$ cat config.mk
export PLATFORM = sky130hd
export DESIGN_NAME = pid_loop_clamped_terms
export DESIGN_NICKNAME = d
export VERILOG_FILES = /design/src/pidct_pkg.sv /design/src/pid_loop_clamped_terms.sv /design/src/pidct_fifo.sv /design/src/pidct_front.sv /design/src/pidct_back.sv
export SDC_FILE = /design/constraint.sdc
export NUM_CORES = 2
export LEC_CHECK = 0
export BUFFER_PORTS_ARGS = -buffer_cell sky130_fd_sc_hd__buf_2
export CELL_PAD_IN_SITES_DETAIL_PLACEMENT = 0
export CELL_PAD_IN_SITES_GLOBAL_PLACEMENT = 1
export CORE_MARGIN = 1
export CORE_UTILIZATION = 53
export DETAILED_ROUTE_END_ITERATION = 8
export PLACE_DENSITY = 0.8
export SETUP_SLACK_MARGIN = 0.3
export SKIP_LAST_GASP = 1
export SYNTH_ARGS = -nofsm -noshare
export SYNTH_HDL_FRONTEND = slang
export SYNTH_SLANG_ARGS = --single-unit
$ cat constraint.sdc
create_clock -name i_clk -period 12.6 [get_ports i_clk]
set_clock_uncertainty 0.05 [all_clocks]
set_input_delay 0.63 -clock i_clk [delete_from_list [all_inputs] [get_ports i_clk]]
set_output_delay 0.63 -clock i_clk [all_outputs]
set_load 0.01 [all_outputs]
$ cat src/pidct_pkg.sv
// Package for the clamped-term PID controller: widths, codes, the structs passed
// between the front, the term queue and the back, and the clamp helper.
// No dependencies.
package pidct_pkg;

    // Word widths.
    localparam int DATA_W    = 16;
    localparam int WIDE_W    = DATA_W + 1;
    localparam int FRAC_W    = 8;
    localparam int CFG_IDX_W = 3;

    // Default depth of the term queue and of the result queue.
    localparam int QUEUE_DEPTH_DEF = 4;

    // Operation codes of an input word.
    typedef enum logic {
        OP_UPDATE = 1'b0,
        OP_CLEAR  = 1'b1
    } t_op;

    // Configuration register indexes.
    typedef enum logic [CFG_IDX_W-1:0] {
        REG_GAIN_PROP   = 3'd0,
        REG_GAIN_INTEG  = 3'd1,
        REG_GAIN_DERIV  = 3'd2,
        REG_ERR_LOWER   = 3'd3,
        REG_ERR_UPPER   = 3'd4,
        REG_INTEG_LOWER = 3'd5,
        REG_INTEG_UPPER = 3'd6
    } t_reg_idx;

    // Clamp limits used by the front.
    typedef struct packed {
        logic signed [DATA_W-1:0] err_lower;
        logic signed [DATA_W-1:0] err_upper;
        logic signed [DATA_W-1:0] integ_lower;
        logic signed [DATA_W-1:0] integ_upper;
    } t_clamp_cfg;

    // Gains used by the back, signed Q8.8.
    typedef struct packed {
        logic signed [DATA_W-1:0] prop;
        logic signed [DATA_W-1:0] integ;
        logic signed [DATA_W-1:0] deriv;
    } t_gain_cfg;

    // The three terms of one update, handed from front to back.
    typedef struct packed {
        logic signed [DATA_W-1:0] perr;
        logic signed [DATA_W-1:0] integ;
        logic signed [WIDE_W-1:0] derr;
    } t_terms;

    // Clamp a 17-bit value to 16-bit limits; the lower test comes first,
    // so inverted limits give the lower limit for values below it.
    function automatic logic signed [DATA_W-1:0] clamp_lim(
        input logic signed [WIDE_W-1:0] v,
        input logic signed [DATA_W-1:0] lo,
        input logic signed [DATA_W-1:0] hi
    );
        logic signed [DATA_W-1:0] res;
        if (v < WIDE_W'(lo)) begin
            res = lo;
        end else if (v > WIDE_W'(hi)) begin
            res = hi;
        end else begin
            res = v[DATA_W-1:0];
        end
        return res;
    endfunction

endpackage

$ cat src/pid_loop_clamped_terms.sv
// Clamped-term PID controller, top level. A result word is visible once its
// update word has passed the term queue, product registers and result queue.
// Throughput: one word per cycle unless a queue stalls; the front integral loop
// closes through its register and the three back multipliers are registered.
// Reset: synchronous active low; integral and previous measurement go to zero,
// gains to zero, clamp limits to full range, and both queues empty.
module pid_loop_clamped_terms
    import pidct_pkg::*;
#(
    parameter int QUEUE_DEPTH = QUEUE_DEPTH_DEF
) (
    input  logic                     i_clk,
    input  logic                     i_rst_n,
    input  logic                     push,
    output logic                     full,
    input  logic                     i_operation,
    input  logic signed [DATA_W-1:0] i_target,
    input  logic signed [DATA_W-1:0] i_measured,
    output logic                     empty,
    input  logic                     pop,
    output logic signed [DATA_W-1:0] o_drive,
    input  logic                     i_cfg_we,
    input  logic [CFG_IDX_W-1:0]     i_cfg_index,
    input  logic [DATA_W-1:0]        i_cfg_data
);
    localparam int TERMS_W = $bits(t_terms);

    t_clamp_cfg r_clamp;
    t_gain_cfg  r_gain;
    logic       q_push;
    t_terms     q_wdata;
    logic       q_pop;
    logic [TERMS_W-1:0] q_rdata;
    logic       q_full;
    logic       q_empty;
    logic [$clog2(QUEUE_DEPTH+1)-1:0] q_count;

    // Configuration registers; unknown indexes are ignored.
    always_ff @(posedge i_clk) begin
        if (!i_rst_n) begin
            r_gain.prop         <= '0;
            r_gain.integ        <= '0;
            r_gain.deriv        <= '0;
            r_clamp.err_lower   <= 16'sh8000;
            r_clamp.err_upper   <= 16'sh7FFF;
            r_clamp.integ_lower <= 16'sh8000;
            r_clamp.integ_upper <= 16'sh7FFF;
        end else if (i_cfg_we) begin
            case (t_reg_idx'(i_cfg_index))
                REG_GAIN_PROP:   r_gain.prop         <= i_cfg_data;
                REG_GAIN_INTEG:  r_gain.integ        <= i_cfg_data;
                REG_GAIN_DERIV:  r_gain.deriv        <= i_cfg_data;
                REG_ERR_LOWER:   r_clamp.err_lower   <= i_cfg_data;
                REG_ERR_UPPER:   r_clamp.err_upper   <= i_cfg_data;
                REG_INTEG_LOWER: r_clamp.integ_lower <= i_cfg_data;
                REG_INTEG_UPPER: r_clamp.integ_upper <= i_cfg_data;
                default: ;
            endcase
        end
    end

    // Front: accept and classify words, run the integrator.
    pidct_front u_front (
        .i_clk       (i_clk),
        .i_rst_n     (i_rst_n),
        .i_push      (push),
        .i_operation (i_operation),
        .i_target    (i_target),
        .i_measured  (i_measured),
        .i_clamp     (r_clamp),
        .i_q_full    (q_full),
        .o_full      (full),
        .o_q_push    (q_push),
        .o_q_data    (q_wdata)
    );

    // Term queue between front and back.
    pidct_fifo #(
        .WIDTH (TERMS_W),
        .DEPTH (QUEUE_DEPTH)
    ) u_term_q (
        .i_clk       (i_clk),
        .i_rst_n     (i_rst_n),
        .i_push      (q_push),
        .i_push_data (q_wdata),
        .i_pop       (q_pop),
        .o_pop_data  (q_rdata),
        .o_full      (q_full),
        .o_empty     (q_empty),
        .o_count     (q_count)
    );

    // Back: gains, scaling, saturation and the result queue.
    pidct_back #(
        .OUT_DEPTH (QUEUE_DEPTH)
    ) u_back (
        .i_clk     (i_clk),
        .i_rst_n   (i_rst_n),
        .i_gain    (r_gain),
        .i_q_empty (q_empty),
        .i_q_data  (t_terms'(q_rdata)),
        .o_q_pop   (q_pop),
        .i_pop     (pop),
        .o_empty   (empty),
        .o_drive   (o_drive)
    );

    // The term queue count agrees with its empty flag.
    a_term_q_count: assert property (@(posedge i_clk) disable iff (!i_rst_n)
        q_empty == (q_count == '0))
        else $error("term queue count and empty flag disagree");

endmodule

$ cat src/pidct_fifo.sv
// Small first-in first-out queue built from flip-flops, used between the
// front and the back and for finished results. Depends on nothing.
module pidct_fifo #(
    parameter int WIDTH = 8,
    parameter int DEPTH = 4
) (
    input  logic             i_clk,
    input  logic             i_rst_n,
    input  logic             i_push,
    input  logic [WIDTH-1:0] i_push_data,
    input  logic             i_pop,
    output logic [WIDTH-1:0] o_pop_data,
    output logic             o_full,
    output logic             o_empty,
    output logic [$clog2(DEPTH+1)-1:0] o_count
);
    localparam int PTR_W = (DEPTH > 1) ? $clog2(DEPTH) : 1;
    localparam int CNT_W = $clog2(DEPTH + 1);

    logic [WIDTH-1:0] r_mem [DEPTH];
    logic [PTR_W-1:0] r_wr_ptr, n_wr_ptr;
    logic [PTR_W-1:0] r_rd_ptr, n_rd_ptr;
    logic [CNT_W-1:0] r_count, n_count;
    logic             wr_en;
    logic             rd_en;

    // Handshake qualification.
    assign wr_en = i_push & ~o_full;
    assign rd_en = i_pop & ~o_empty;

    assign o_full     = (r_count == CNT_W'(DEPTH));
    assign o_empty    = (r_count == '0);
    assign o_count    = r_count;
    assign o_pop_data = r_mem[r_rd_ptr];

    // Pointer advance with wrap at the depth.
    always_comb begin
        n_wr_ptr = r_wr_ptr;
        n_rd_ptr = r_rd_ptr;
        n_count  = r_count;
        if (wr_en) begin
            n_wr_ptr = (r_wr_ptr == PTR_W'(DEPTH - 1)) ? '0 : r_wr_ptr + PTR_W'(1);
        end
        if (rd_en) begin
            n_rd_ptr = (r_rd_ptr == PTR_W'(DEPTH - 1)) ? '0 : r_rd_ptr + PTR_W'(1);
        end
        if (wr_en && !rd_en) begin
            n_count = r_count + CNT_W'(1);
        end else if (rd_en && !wr_en) begin
            n_count = r_count - CNT_W'(1);
        end
    end

    // Control state.
    always_ff @(posedge i_clk) begin
        if (!i_rst_n) begin
            r_wr_ptr <= '0;
            r_rd_ptr <= '0;
            r_count  <= '0;
        end else begin
            r_wr_ptr <= n_wr_ptr;
            r_rd_ptr <= n_rd_ptr;
            r_count  <= n_count;
        end
    end

    // Storage write.
    always_ff @(posedge i_clk) begin
        if (wr_en) begin
            r_mem[r_wr_ptr] <= i_push_data;
        end
    end

endmodule

$ cat src/pidct_front.sv
// Front of the PID controller: accepts words, clamps the error, updates the
// integral and previous measurement, and queues the terms. Uses pidct_pkg.
module pidct_front
    import pidct_pkg::*;
(
    input  logic                     i_clk,
    input  logic                     i_rst_n,
    input  logic                     i_push,
    input  logic                     i_operation,
    input  logic signed [DATA_W-1:0] i_target,
    input  logic signed [DATA_W-1:0] i_measured,
    input  t_clamp_cfg               i_clamp,
    input  logic                     i_q_full,
    output logic                     o_full,
    output logic                     o_q_push,
    output t_terms                   o_q_data
);
    logic signed [DATA_W-1:0] r_integral, n_integral;
    logic signed [DATA_W-1:0] r_prev_meas, n_prev_meas;
    logic                     accept;
    logic                     is_clear;
    logic signed [WIDE_W-1:0] diff;
    logic signed [WIDE_W-1:0] integ_sum;
    logic signed [DATA_W-1:0] perr;
    logic signed [DATA_W-1:0] integ_new;
    logic signed [WIDE_W-1:0] derr;

    // A word is taken whenever the term queue has room.
    assign o_full   = i_q_full;
    assign accept   = i_push & ~i_q_full;
    assign is_clear = (t_op'(i_operation) == OP_CLEAR);

    // Error and integral formed at 17 bits before clamping; derivative left unclamped.
    always_comb begin
        diff      = WIDE_W'(i_target) - WIDE_W'(i_measured);
        perr      = clamp_lim(diff, i_clamp.err_lower, i_clamp.err_upper);
        integ_sum = WIDE_W'(r_integral) + WIDE_W'(perr);
        integ_new = clamp_lim(integ_sum, i_clamp.integ_lower, i_clamp.integ_upper);
        derr      = WIDE_W'(r_prev_meas) - WIDE_W'(i_measured);
    end

    // State update and queue write.
    always_comb begin
        n_integral  = r_integral;
        n_prev_meas = r_prev_meas;
        o_q_push    = 1'b0;
        if (accept) begin
            if (is_clear) begin
                n_integral = '0;
            end else begin
                n_integral  = integ_new;
                n_prev_meas = i_measured;
                o_q_push    = 1'b1;
            end
        end
    end

    assign o_q_data.perr  = perr;
    assign o_q_data.integ = integ_new;
    assign o_q_data.derr  = derr;

    always_ff @(posedge i_clk) begin
        if (!i_rst_n) begin
            r_integral  <= '0;
            r_prev_meas <= '0;
        end else begin
            r_integral  <= n_integral;
            r_prev_meas <= n_prev_meas;
        end
    end

    // A clear empties the integral and queues nothing.
    a_clear_zero: assert property (@(posedge i_clk) disable iff (!i_rst_n)
        (accept && is_clear) |=> (r_integral == '0))
        else $error("integral not cleared after clear word");

    a_clear_no_push: assert property (@(posedge i_clk) disable iff (!i_rst_n)
        (i_push && is_clear) |-> !o_q_push)
        else $error("clear word produced queued terms");

endmodule

$ cat src/pidct_back.sv
// Back of the PID controller: multiplies the queued terms by the gains, sums,
// scales and saturates, and holds results in an output queue.
// Uses pidct_pkg and pidct_fifo.
module pidct_back
    import pidct_pkg::*;
#(
    parameter int OUT_DEPTH = QUEUE_DEPTH_DEF
) (
    input  logic                     i_clk,
    input  logic                     i_rst_n,
    input  t_gain_cfg                i_gain,
    input  logic                     i_q_empty,
    input  t_terms                   i_q_data,
    output logic                     o_q_pop,
    input  logic                     i_pop,
    output logic                     o_empty,
    output logic signed [DATA_W-1:0] o_drive
);
    localparam int PROD_W = 2 * DATA_W;
    localparam int PRODD_W = DATA_W + WIDE_W;
    localparam int SUM_W = PRODD_W + 2;
    localparam int SHR_W = SUM_W - FRAC_W;
    localparam int CNT_W = $clog2(OUT_DEPTH + 1);
    localparam int OCC_W = CNT_W + 1;

    logic signed [PROD_W-1:0]  r_prod_p, n_prod_p;
    logic signed [PROD_W-1:0]  r_prod_i, n_prod_i;
    logic signed [PRODD_W-1:0] r_prod_d, n_prod_d;
    logic                      r_a_valid;
    logic signed [SUM_W-1:0]   sum;
    logic signed [SUM_W-1:0]   biased;
    logic signed [SHR_W-1:0]   quot;
    logic signed [DATA_W-1:0]  sat;
    logic [CNT_W-1:0]          out_count;
    logic [OCC_W-1:0]          occupancy;
    logic                      out_full;
    logic [DATA_W-1:0]         out_word;

    // Take terms only when the result queue can absorb everything in flight.
    assign occupancy = OCC_W'(out_count) + OCC_W'(r_a_valid);
    assign o_q_pop   = ~i_q_empty & (occupancy < OCC_W'(OUT_DEPTH));

    // Multiply stage.
    always_comb begin
        n_prod_p = i_gain.prop * i_q_data.perr;
        n_prod_i = i_gain.integ * i_q_data.integ;
        n_prod_d = i_gain.deriv * i_q_data.derr;
    end

    always_ff @(posedge i_clk) begin
        if (!i_rst_n) begin
            r_a_valid <= 1'b0;
        end else begin
            r_a_valid <= o_q_pop;
        end
    end

    always_ff @(posedge i_clk) begin
        if (o_q_pop) begin
            r_prod_p <= n_prod_p;
            r_prod_i <= n_prod_i;
            r_prod_d <= n_prod_d;
        end
    end

    // Sum, divide by 256 toward zero, saturate to 16 bits.
    always_comb begin
        sum    = SUM_W'(r_prod_p) + SUM_W'(r_prod_i) + SUM_W'(r_prod_d);
        biased = sum + (sum[SUM_W-1] ? SUM_W'(255) : SUM_W'(0));
        quot   = SHR_W'(biased >>> FRAC_W);
        if (quot > SHR_W'(32767)) begin
            sat = 16'sh7FFF;
        end else if (quot < -SHR_W'(32768)) begin
            sat = 16'sh8000;
        end else begin
            sat = quot[DATA_W-1:0];
        end
    end

    // Result queue.
    pidct_fifo #(
        .WIDTH (DATA_W),
        .DEPTH (OUT_DEPTH)
    ) u_out_q (
        .i_clk       (i_clk),
        .i_rst_n     (i_rst_n),
        .i_push      (r_a_valid),
        .i_push_data (sat),
        .i_pop       (i_pop),
        .o_pop_data  (out_word),
        .o_full      (out_full),
        .o_empty     (o_empty),
        .o_count     (out_count)
    );

    assign o_drive = out_word;

    // A finished word always finds room in the result queue.
    a_no_overflow: assert property (@(posedge i_clk) disable iff (!i_rst_n)
        r_a_valid |-> !out_full)
        else $error("result queue overflow");

    a_occ_bound: assert property (@(posedge i_clk) disable iff (!i_rst_n)
        occupancy <= OCC_W'(OUT_DEPTH))
        else $error("results in flight exceed queue depth");

endmodule
==> results.toml <==
[detailed_routing]
vias = 37300
drt_iter0_drc = 2645
drc = 0
drt-total-wl_um = 136300
viasPerCell = 5.475
dr.pass1.iters = 5
antenna_left = 0
wire_per_inst_um = 20.01

[critical_path]
critPathRequiredTime_ns = 13.14
critPathTopFamily = "compound AO/OA/AOI/OAI gates"
slowest_stage = "o21ai_2"
r2r_slack_ns = 3.68
crit_cells = 40
cpPeakStageDelay_ns = 0.94
crit_fanout = 30
worstSetupStartpointType = "input port"
worstPathArrival_ns = 10.71
cpMostUsedCell = "o21ai_0"
r2r.worst_path.cells = 24
cp-end-kind = "flip-flop"
r2r-end = "u_back.r_prod_p[30]$_DFFE_PP_"
crit_type = "in -> reg"
path_buf_inv = 3
crit_end = "u_front.r_integral[2]$_SDFFE_PN0P_"
startpoint = "i_target[0]"

[synth]
yosysWarnings = 0
synth-edff-count = 357
ys_async_sr_fraction_pct = 0
syn_avg_cell_area_um2 = 10.27
yosysMostFrequentCell = "inv_1"
yosysTopAreaCell = "fa_1"
synth_cells = 5398
syn_nets = 6707
yosys-top-cells-area = "fa_1, edfxtp_1, ha_1"
synth_common_cells = "inv_1, fa_1, nand2_1"
yosysUniqueCellTypes = 87
synth_top_area_share_pct = 30.29
synth-seq-area-share_pct = 25.22
synth_top_flop_cell = "edfxtp_1"
synth_seq_cells = 520
synthesis.area_um2 = 55450

[grt]
grt_use_total_pct = 26.57
grt_max_degree = 84
grt_pass1_vias = 39110
gr-total-overflow = 0
grt_pass1_wl_um = 218100
antenna_found_initial = 11

[placed_design]
io_buffers = 74
dp_hpwl_um = 106100
place_area_um2 = 57150
place_congestion = 0.8833

[die]
die-area_um2 = 105900
rows = 118
core_um2 = 103600
die_h_um = 325.5
io_pins = 75
initial_core_util_pct = 53.50
die-width_um = 325.5

[min_path]
hp-class = "in -> reg"
worstHoldStart = "i_measured[11]"

[clocking]
h-tree-depth = 2
cts_setup_buffers = 0
cts.clk_slew.worst_paths_ns = 0.06
insertion_delay_ns = 0.70
holdBufCountCts = 0
clock_path_buffers = 3
cts_buffers = 57
cts_tree = "yes"
cts_resized = 0
cts_sinks = 520
cts-root-buf = "clkbuf_16"

[finish]
fin_area_um2 = 59080
multi_input_area_um2 = 37120
fin_util_pct = 57.00
n_fill_cell = 9058
final_nets = 6688
drive_gt1_share_pct = 5.859
area_delta_synth_final_pct = 6.546
ff_latch_area_um2 = 13990

[power]
swShare_pct = 48.87
power_frac_clock_pct = 11.4
power.total_mw = 14.89
power_leakage_nw = 24.84
p_int_mw = 7.613
p_comb_share_pct = 66.7
seq_power_share_pct = 21.9
cellPowerDensity_nw_per_um2 = 252.0
switching_power_mw = 7.277
ir_drop_uv = 426.0

[sta]
timing.final.crit_period_ns = 10.17
min_period_over_period_pct = 80.71
hold_violations = 0
slew_headroom_pct = 18.89
finalSetupViolCount = 0
whs_ns = 0.1810
rsz0062_at_grt = "no"
max_freq_mhz = 98.33
finalSetupTns_ns = 0
finalMaxSlewViolations = 0
worstMarginPinSlew_ns = 1.214

[outcome]
status = "complete, no violations"

[job]
maxCapViolCount = 0
==> registers in the layout, indices dropped and copies added (netlist names), named ones only <==
signal                   flops
u_back.u_out_q.r_rd_ptr      2
u_back.r_prod_i             32
u_back.u_out_q.o_count       3
u_back.r_a_valid             1
u_back.r_prod_p             32
u_front.r_prev_meas         16
r_clamp                     64
u_term_q.o_count             3
u_back.u_out_q.r_wr_ptr      2
u_term_q.r_wr_ptr            2
u_term_q.r_rd_ptr            2
u_back.r_prod_d             33
r_gain                      48
u_term_q.r_mem             196
u_back.u_out_q.r_mem        64
u_front.r_integral          16
==> cell type report <==
cell class	count	share of cell area [%]
tap	1380	2.923
clock inverter	35	0.6925
clock buffer	73	2.550
sequential	520	23.68
antenna	4	0.01694
multi-input combinational	3712	62.83
timing repair buffer	111	1.101
inverter	977	6.208
==> kinds of logic (layout without fill, tap and decap cells) <==
| family | after synthesis | count (layout) | synth area share [%] |
|---|---|---|---|
| buffers and inverters | 1166 | 1196 | 7.929 |
| multiplexers | 110 | 110 | 3.459 |
| other | 0 | 4 | 0 |
| AO/OA/AOI/OAI | 648 | 648 | 7.896 |
| flip-flops | 520 | 520 | 25.22 |
| adder cells (fa/ha/maj) | 1252 | 1252 | 39.61 |
| AND/OR/NAND/NOR | 1523 | 1523 | 13.06 |
| XOR/XNOR | 179 | 179 | 2.827 |
==> worst min-delay path by stage <==
stage / end / depth (start not counted)
after floorplan: r_clamp[24]$_SDFFE_PN0P_ / 2
after detailed placement: r_clamp[24]$_SDFFE_PN0P_ / 2
after CTS: u_front.r_prev_meas[7]$_SDFFE_PN0P_ / 3
after global routing: u_front.r_prev_meas[8]$_SDFFE_PN0P_ / 3
after global placement: r_clamp[58]$_SDFFE_PN0P_ / 2
final: u_front.r_prev_meas[11]$_SDFFE_PN0P_ / 3
==> worst register-to-register path: cells and delay by family (launching register included) <==
kind | cells | cell delay (ns)
XOR/XNOR | 1 | 0.61
multiplexers | 1 | 0.85
AO/OA/AOI/OAI | 8 | 2.31
buffers and inverters | 5 | 0.81
flip-flops | 1 | 0.64
AND/OR/NAND/NOR | 2 | 0.36
adder cells (fa/ha/maj) | 7 | 2.99
==> power by group through the flow <==
stage                     logic [mW]  clock network [mW]  registers (mW)
final                           9.93                1.70            3.26
after global routing            11.1                1.80            3.30
after CTS                       9.95                1.73            3.28
after detailed placement        9.91                   0            3.31
after global placement          9.72                   0            3.30
after floorplan                 7.30                   0            3.18
==> routing by layer <==
layer	share of wire [%]	GRT usage, %	up-vias
li1	-	-	17230
met1	43	35.98	18780
met2	47	43.00	1060
met3	6.8	5.189	210
met4	3.3	8.818	14
met5	0.077	0	-
==> layout by cell type (no fill, tap or decap), drive strengths merged, types with 51 or more instances in the layout <==
master and n:
a21boi 117, xnor2 134, mux4 65, ha 413, clkbuf 73, a21o 65, fa 839, nor2 139
nand2 767, edfxtp 357, dfxtp 163, nor3 51, o21ai 93, a21oi 140, and2 311, buf 111
inv 979, nand2b 71
==> stage by stage <==
step / std cells / setup slack [ns]
detailed placement: 6700 / 1.817
global route: 6808 / 1.693
global placement: 6700 / 1.949
finish: 6812 / 2.430
floorplan: 5398 / 2.099
CTS: 6808 / 2.505
Power figures use the tool's default switching activity.
